--- src/hw/rtl/present80_block_encrypt_top_macros.svh ---
// ----------------------------------------------------------------------------
// PRESENT-80 assertion macros
// Shared concurrent assertion forms for the cipher pipeline.
// ----------------------------------------------------------------------------
`ifndef PRESENT80_BLOCK_ENCRYPT_TOP_MACROS_SVH
`define PRESENT80_BLOCK_ENCRYPT_TOP_MACROS_SVH

`ifndef ASSERT_OFF

// same-cycle implication
`define PRES80_ASSERT_IMP(lbl, clk_s, rstn_s, ante, cons, msg) \
  lbl: assert property (@(posedge clk_s) disable iff (!rstn_s) (ante) |-> (cons)) \
    else $error(msg);

// next-cycle implication
`define PRES80_ASSERT_NXT(lbl, clk_s, rstn_s, ante, cons, msg) \
  lbl: assert property (@(posedge clk_s) disable iff (!rstn_s) (ante) |=> (cons)) \
    else $error(msg);

`else

`define PRES80_ASSERT_IMP(lbl, clk_s, rstn_s, ante, cons, msg)
`define PRES80_ASSERT_NXT(lbl, clk_s, rstn_s, ante, cons, msg)

`endif

`endif

--- src/hw/rtl/pres80_pkg.sv ---
// ----------------------------------------------------------------------------
// pres80_pkg
// Types, constants and round functions of the PRESENT-80 cipher pipeline.
// ----------------------------------------------------------------------------
`timescale 1ns / 1ps
`default_nettype none

package pres80_pkg;

  localparam int ROUND_COUNT = 31;
  localparam int BLOCK_W     = 64;
  localparam int KEY_W       = 80;
  localparam int KEY_LO_W    = 16;
  localparam int RND_W       = 5;
  localparam int CFG_IDX_W   = 1;

  // configuration register indexes
  localparam logic [CFG_IDX_W-1:0] REG_KEY_UPPER = 1'b0;
  localparam logic [CFG_IDX_W-1:0] REG_KEY_LOWER = 1'b1;

  // round number carried by the first cell
  localparam logic [RND_W-1:0] RND_FIRST = 5'd1;

  localparam logic [3:0] SBOX [16] = '{
    4'hC, 4'h5, 4'h6, 4'hB, 4'h9, 4'h0, 4'hA, 4'hD,
    4'h3, 4'hE, 4'hF, 4'h8, 4'h4, 4'h7, 4'h1, 4'h2
  };

  // one beat as it moves from cell to cell
  typedef struct packed {
    logic               valid;
    logic [BLOCK_W-1:0] state;
    logic [KEY_W-1:0]   key;
    logic [RND_W-1:0]   rnd;
  } stage_t;

  // substitution over all sixteen nibbles
  function automatic logic [BLOCK_W-1:0] sub_layer(input logic [BLOCK_W-1:0] s);
    logic [BLOCK_W-1:0] r;
    r = '0;
    for (int n = 0; n < 16; n++) begin
      r[4*n +: 4] = SBOX[s[4*n +: 4]];
    end
    return r;
  endfunction

  // bit j moves to 16*j mod 63 = {j[1:0], j[5:2]}; bit 63 lands on itself
  function automatic logic [BLOCK_W-1:0] perm_layer(input logic [BLOCK_W-1:0] s);
    logic [BLOCK_W-1:0] r;
    logic [5:0]         j6;
    r = '0;
    for (int j = 0; j < BLOCK_W; j++) begin
      j6 = 6'(j);
      r[{j6[1:0], j6[5:2]}] = s[j];
    end
    return r;
  endfunction

  // one full round on the data path
  function automatic logic [BLOCK_W-1:0] round_state(input logic [BLOCK_W-1:0] s,
                                                     input logic [KEY_W-1:0]   k);
    return perm_layer(sub_layer(s ^ k[KEY_W-1:KEY_LO_W]));
  endfunction

  // key schedule: rotate left 61, S-box on top nibble, counter into bits 19..15
  function automatic logic [KEY_W-1:0] key_next(input logic [KEY_W-1:0] k,
                                                input logic [RND_W-1:0] rnd);
    logic [KEY_W-1:0] nk;
    nk          = {k[18:0], k[KEY_W-1:19]};
    nk[79:76]   = SBOX[nk[79:76]];
    nk[19:15]   = nk[19:15] ^ rnd;
    return nk;
  endfunction

endpackage

`default_nettype wire

--- src/hw/rtl/pres80_round_cell.sv ---
// ----------------------------------------------------------------------------
// pres80_round_cell
// One cipher round: registers the round output, next round key and counter.
// ----------------------------------------------------------------------------
`timescale 1ns / 1ps
`default_nettype none

`include "present80_block_encrypt_top_macros.svh"

module pres80_round_cell (
  input  wire logic              clk,
  input  wire logic              rst_n,
  input  wire pres80_pkg::stage_t prev_stage,
  output pres80_pkg::stage_t     next_stage
);

  logic                               valid_r;
  logic [pres80_pkg::BLOCK_W-1:0]     state_r;
  logic [pres80_pkg::KEY_W-1:0]       key_r;
  logic [pres80_pkg::RND_W-1:0]       rnd_r;

  // valid bit
  always_ff @(posedge clk) begin
    if (!rst_n) begin
      valid_r <= 1'b0;
    end else begin
      valid_r <= prev_stage.valid;
    end
  end

  // payload: round, key schedule, counter
  always_ff @(posedge clk) begin
    state_r <= pres80_pkg::round_state(prev_stage.state, prev_stage.key);
    key_r   <= pres80_pkg::key_next(prev_stage.key, prev_stage.rnd);
    rnd_r   <= prev_stage.rnd + pres80_pkg::RND_W'(1);
  end

  assign next_stage = '{valid: valid_r, state: state_r, key: key_r, rnd: rnd_r};

  `PRES80_ASSERT_NXT(a_valid_moves, clk, rst_n, prev_stage.valid, valid_r,
                     "cell dropped a beat")
  `PRES80_ASSERT_NXT(a_no_ghost, clk, rst_n, !prev_stage.valid, !valid_r,
                     "cell invented a beat")
  `PRES80_ASSERT_NXT(a_rnd_step, clk, rst_n, prev_stage.valid,
                     rnd_r == $past(prev_stage.rnd) + pres80_pkg::RND_W'(1),
                     "round counter did not advance")

endmodule

`default_nettype wire
--- config.mk ---
export PLATFORM = sky130hd
export DESIGN_NAME = pres80_round_cell
export DESIGN_NICKNAME = d
export VERILOG_FILES = /design/src/hw/rtl/pres80_pkg.sv /design/src/hw/rtl/pres80_round_cell.sv
export VERILOG_INCLUDE_DIRS = /design/src /design/src/hw/rtl
export SDC_FILE = /design/constraint.sdc
export NUM_CORES = 1
export LEC_CHECK = 0
export BUFFER_PORTS_ARGS = -buffer_cell sky130_fd_sc_hd__buf_2
export CAP_MARGIN = 20
export CORE_MARGIN = 2
export CORE_UTILIZATION = 50
export DETAILED_ROUTE_END_ITERATION = 10
export PLACE_DENSITY = 0.95
export SLEW_MARGIN = 20
export SYNTH_ARGS = -nofsm -noshare
export SYNTH_HDL_FRONTEND = slang
export SYNTH_SLANG_ARGS = --single-unit
--- constraint.sdc ---
create_clock -name clk -period 3.69 [get_ports clk]
set_clock_uncertainty 0.2 [all_clocks]
set_input_delay 0.738 -clock clk [delete_from_list [all_inputs] [get_ports clk]]
set_output_delay 0.738 -clock clk [all_outputs]
set_load 0.03 [all_outputs]
==> flow_summary.yaml, run 1 <==
synthesis:
  synth.area.mux_share_pct: 15.2
  yosys.area_share.simple_pct: 2.67
  yosysMostFrequentCell: "dfxtp_1"
  ys_warn_count: 0
  synth_top_family_by_area: "multiplexers"
  netlist.top_cell.by_area: "dfxtp_1"
  synth-compound-area-share_pct: 5.53
  asyncSetResetFlopFracSynth_pct: 0
  synth_area_um2: 6420
  synth_top_area_share_pct: 46.7
  avgSynthCellArea_um2: 12.5
  ys_top_cells_by_count: "150 x dfxtp_1, 67 x inv_1, 54 x ha_1"
  syn_nets: 719
  synth_cell_type_count: 34
  ys_seq_area_share_pct: 46.7
  synthCells: 513
  synth_edf_count: 0
  ys_ff_latch: 150
  synth_area_leaders: "dfxtp_1 47%, ha_1 11%, mux2i_1 5.6%, xnor2_1 5.3%, mux4_2 5.3%"
  synth-adder-area-share_pct: 10.5
  synth_xor_area_share_pct: 15.0
  synth_flop_cell: "dfxtp_1"
power_and_ir_drop:
  p_int_uw: 3350
  leakagePower_uw: 0.00435
  ir_drop_v: 0.000381
  p_sw_uw: 1650
  clock_power_share_pct: 32.4
  seq_power_share_pct: 38.1
  switching_share_pct: 33.0
  power_density_nw_per_um2: 575
  comb_power_share_pct: 29.5
route:
  drc_errors: 0
  first_pass_iters: 4
  antenna_left: 0
  post_drt_via_cell_ratio: 4.78
  drtIter0Drc: 200
  drt_wl_total_um: 15100
  routedWlPerCell_um: 14.9
  vias: 4856
layout:
  multi_input_area_um2: 3150
  nFillCells: 889
  syn2layout_area_growth_pct: 35.2
  final_util_pct: 69.1
  fin_nets: 1036
  finalInstanceArea_um2: 8690
  ff_latch_area_um2: 3000
  drive_above_1_share_pct: 46.1
worst_setup_path:
  cp-end-kind: "register"
  criticalPathCategory: "input pin to register"
  startpoint_type: "input pin"
  worstPathArrival_ns: 2.14
  crit_required_ns: 3.78
  worstPathMaxFanout: 5
grt:
  antenna_found_initial: 1
  use_met2_pct: 41.6
  grt_use_total_pct: 22.4
  grt_pass1_vias: 5170
  top_usage_layer: "met2"
  met1_usage_pct: 22.9
  grt_start_max_net_pins: 17
  globalRouteMet3Util_pct: 8.22
  gr-total-overflow: 0
  grt_pass1_wl_um: 24600
run:
  max-cap-violations: 0
timing:
  rsz0062_at_grt: "no"
  fin_tns_setup_ns: 0
  whs_ns: 0.224
  fmax_ghz: 0.489
  finalCritPeriodShare_pct: 55.4
  setup_violations: 0
  drv_slew: 0
  fin_crit_ns: 2.04
  hold_violations: 0
  worst_pin_slew_ns: 0.718
  slew_headroom_pct: 51.8
clock_network:
  cts_root_buf: "clkbuf_16"
  cts.repair.resized: 0
  hold_buffers: 0
  cts.sinks: 150
  cts_buffer_depth: 2
  h-tree-depth: 4
  postCtsSetupRepairBufs: 0
  cts.clk_slew.worst_paths_ns: 0.06
  cts_tree: "yes"
  cts_buffers: 17
placement:
  dpl.hpwl_um: 12100
  dpl_cell_area_um2: 8120
  gp_congestion: 0.857
  io_buffers: 301
floorplanning:
  die_area_um2: 13800
  die_h_um: 117
  start_util_pct: 51.1
  rows: 41
  die-width_um: 117
  design.portCount: 302
  core_um2: 12600
worst_hold_path:
  hold_path_class: "input pin to register"
outcome:
  outcome: "complete, no violations"
path summary, 6_finish.rpt:
check                     startpoint         end  slack (ns)  depth (start not counted)
worst max-delay path  prev_stage[29]  state_r[2]        1.65                          5
worst min-delay path  prev_stage[17]   key_r[73]        0.22                          1
power by group through the flow:
| stage | Clock [uW] | Sequential [uW] | Combinational [uW] |
|---|---|---|---|
| finish | 1620 | 1900 | 1470 |
| global route | 1730 | 1920 | 1580 |
| CTS | 1660 | 1910 | 1480 |
| detailed placement | 0 | 1940 | 1470 |
| global placement | 0 | 1930 | 1420 |
| floorplan | 0 | 2400 | 536 |
through the flow:
| step | setup WS (ns) | std cells | total power (uW) |
|---|---|---|---|
| final | 1.65 | 1016 | 5000 |
| after global routing | 1.58 | 1015 | 5240 |
| after CTS | 1.66 | 1015 | 5040 |
| after detailed placement | 1.18 | 983 | 3410 |
| after global placement | 1.29 | 983 | 3350 |
| after floorplan | 1.43 | 513 | 2940 |
flip-flops by register name, indices dropped and copies added, names as in the netlist:
name and cells:
state_r 64, rnd_r 5, key_r 80, valid_r 1
worst max-delay path, cell delays in order:
cell    delay, ns
buf_2        0.12
xor2_1       0.42
ha_1         0.34
mux2_2       0.26
mux2_2       0.26
cells by family after synthesis:
kind of cell | after synthesis
flops | 150
xor+xnor | 90
buf+inv | 70
mux | 68
fa+ha+maj | 54
compound gates | 46
simple gates | 35
layout by cell type, fill, tap and decap left out, types with 4 or more instances in the layout:
cell and n:
clkinv_2 4, mux4_1 6, nor2_1 4, dfxtp_1 150
xnor2_1 39, nand2_1 7, clkbuf_16 17, buf_2 301
xor2_2 12, nand3_1 11, xnor2_2 9, mux2i_1 36
o211ai_1 9, ha_1 54, inv_1 67, o21ai_0 13
a221oi_1 4, nor3_1 5, mux2_2 11, xor2_1 29
mux4_2 15, o221a_2 9
per-layer routing:
metal / routed length (um) / vias to the layer above / share of wire [%]
met5: 0 / - / 0
met4: 271 / 0 / 1.8
met3: 1020 / 24 / 6.8
met2: 8120 / 182 / 54
met1: 5670 / 2268 / 38
li1: - / 2382 / -
final cells by class:
| class | count | share of cell area (%) |
|---|---|---|
| Antenna cell | 1 | 0.0288 |
| Clock buffer | 21 | 5.30 |
| Clock inverter | 11 | 1.15 |
| Inverter | 67 | 2.90 |
| Multi-Input combinational cell | 293 | 36.2 |
| Sequential cell | 150 | 34.6 |
| Tap cell | 172 | 2.48 |
| Timing Repair Buffer | 301 | 17.3 |
(Power assumes the default switching activity.)
==> run 2, diff against run 1 <==
- ABC_AREA: default -> 1
- CORE_UTILIZATION: 50 -> 49
- PLACE_DENSITY: 0.95 -> 0.91
- clock period: 3.69 -> 2.1 ns (I/O delays scaled with it)
==> run 2 against run 1 <==
Effect of this change:
- non-clock buffer count is 76 higher
- final cell count grew 65%
- hold slack worse by 0.20 ns
- utilization is 2.9 points higher
- highest routed layer unchanged
- combinational power grew 69%
- synthesized area grew 15%
==> flow_summary.yaml, run 2 <==
worst_setup_path:
  criticalPathCategory: "input pin to register"
  cpMostUsedCell: "nand2_1"
  cp_num_buf_inv: 4
  startpoint_type: "input pin"
  crit_path_top_delay_cell: "dlygate4sd3_1"
  max_stage_delay_ns: 0.54
  worstPathMaxFanout: 3
  crit_required_ns: 2.20
  crit_path_cell_trace: "dlygate4sd3_1, buf_2, nand2_1, inv_1, nor2_1, ha_1, inv_1, nand2_1, nand3_1, nand2_1"
  worstPathArrival_ns: 2.16
  cp-end-kind: "register"
  path_delay_family: "buffers and inverters"
synthesis:
  synth.area.mux_share_pct: 0
  netlist.top_cell.by_area: "dfxtp_1"
  ys_warn_count: 0
  avgSynthCellArea_um2: 6.79
  synth_top_area_share_pct: 40.7
  synth_area_leaders: "dfxtp_1 41%, nand2_1 27%, ha_1 9.2%, inv_1 8.8%, nand3_1 4.6%"
  asyncSetResetFlopFracSynth_pct: 0
  synth_edf_count: 0
  synth-compound-area-share_pct: 0.832
  syn_nets: 1292
  yosysMostFrequentCell: "nand2_1"
  synth_xor_area_share_pct: 4.29
  synthCells: 1086
  yosys.area_share.simple_pct: 35.7
  synth-adder-area-share_pct: 9.17
  synth_top_family_by_area: "simple AND/OR/NAND/NOR gates"
  ys_top_cells_by_count: "529 x nand2_1, 173 x inv_1, 150 x dfxtp_1"
  synth_area_um2: 7370
  synth_flop_cell: "dfxtp_1"
  ys_ff_latch: 150
  ys_seq_area_share_pct: 40.7
  synth_cell_type_count: 21
timing:
  fmax_ghz: 0.487
  slew_headroom_pct: 64.1
  fin_tns_setup_ns: 0
  drv_slew: 0
  setup_violations: 0
  worst_pin_slew_ns: 0.535
  finalCritPeriodShare_pct: 97.9
  fin_crit_ns: 2.06
  hold_violations: 0
route:
  vias: 8182
  antenna_left: 0
  drtIter0Drc: 457
  drt_wl_total_um: 23000
  post_drt_via_cell_ratio: 4.88
  first_pass_iters: 6
  routedWlPerCell_um: 13.7
  drc_errors: 0
floorplanning:
  start_util_pct: 50.5
  design.portCount: 302
  rows: 44
  die-width_um: 127
  die_area_um2: 16000
  die_h_um: 127
  core_um2: 14600
placement:
  dp.cells: 1571
  dpl.hpwl_um: 14900
  dpl_cell_area_um2: 9100
  io_buffers: 301
  gp_congestion: 0.902
layout:
  layout_commonest_cell: "nand2_1"
  drive_above_1_share_pct: 24.5
  finalInstanceArea_um2: 10500
  syn2layout_area_growth_pct: 42.6
  regMostFlops: "key_r"
  mostFrequentLayoutCells: "528 x nand2_1, 301 x buf_2, 173 x inv_1"
  top_regs: "key_r x80, state_r x64, rnd_r x5"
  fin_nets: 1686
  largest_reg_flops: 80
  finalNonFillerCells: 1678
  final_util_pct: 72.1
power_and_ir_drop:
  leakagePower_uw: 0.00638
  power_density_nw_per_um2: 870
  finalPower_uw: 9140
  ir_drop_v: 0.000522
run:
  max-cap-violations: 0
outcome:
  outcome: "complete, no violations"
grt:
  use_met2_pct: 52.4
  antenna_found_initial: 0
  grt_start_max_net_pins: 17
  met1_usage_pct: 27.3
  top_usage_layer: "met2"
  grt_pass1_wl_um: 35600
  gr-total-overflow: 0
  grt_use_total_pct: 27.4
  globalRouteMet3Util_pct: 6.58
  grt_pass1_vias: 7827
clock_network:
  cts_buffers: 17
  cts.clk_slew.worst_paths_ns: 0.06
  cts_buffer_depth: 2
  cts_root_buf: "clkbuf_16"
  postCtsSetupRepairBufs: 0
  cts.sinks: 150
  h-tree-depth: 4
  cts_tree: "yes"
worst_hold_path:
  hold_path_class: "input pin to register"
## run 2: cell types whose count changed after synthesis, sizes merged, moves of 9 or more
cell | previous run | this run
nand2 | 7 | 535
inv | 67 | 176
nor2 | 4 | 64
nand3 | 11 | 68
mux2i | 36 | 0
xor2 | 41 | 6
xnor2 | 49 | 19
mux4 | 21 | 0
mux2 | 11 | 0
o211ai | 9 | 0
o221a | 9 | 0
## run 2: path summary, 6_finish.rpt
path	start	to	slack, ns	cells past startpoint
max	prev_stage[29]	state_r[34]	0.04	10
min	prev_stage[42]	key_r[18]	0.02	2
## run 2: area by class of cell
type	count	area, um2
tap	184	230
multi-input combinational	758	3700
fill	981	4080
antenna	1	2.50
timing repair buffer	377	2260
clock inverter	14	221
clock buffer	18	429
inverter	176	661
sequential	150	3000
## run 2: kinds of logic (layout without fill, tap and decap cells)
logic type	Yosys count	count (layout)
buffers and inverters	178	585
AND/OR/NAND/NOR	668	668
AO/OA/AOI/OAI	11	11
other	0	1
XOR/XNOR	25	25
adder cells (fa/ha/maj)	54	54
flip-flops	150	150
## run 2: routing by layer
| layer | routed length, um | up-vias |
|---|---|---|
| li1 | - | 4020 |
| met1 | 8120 | 3696 |
| met2 | 12000 | 388 |
| met3 | 1860 | 78 |
| met4 | 943 | 0 |
| met5 | 0 | - |
## run 2: report_power, final
group	switching (uW)	internal, uW
sequential	88.9	3170
clock	1270	2120
combinational	1680	809
## run 2: stage by stage
| stage | setup WS [ns] | hold WS (ns) |
|---|---|---|
| after floorplan | 0.507 | 0.248 |
| after detailed placement | 0.201 | 0.324 |
| after CTS | 0.0976 | 0.000952 |
| final | 0.0448 | 0.0203 |
| after global placement | 0.284 | 0.322 |
| after global routing | -0.00959 | 0.0284 |
## run 2: what timing repair did
| item | 4_1_cts | 5_1_grt |
|---|---|---|
| endpoints found under the hold margin | 75 | 0 |
| hold buffers | 74 | 0 |
| gates resized for setup | 0 | 6 |
| setup endpoints to repair | 0 | 12 |
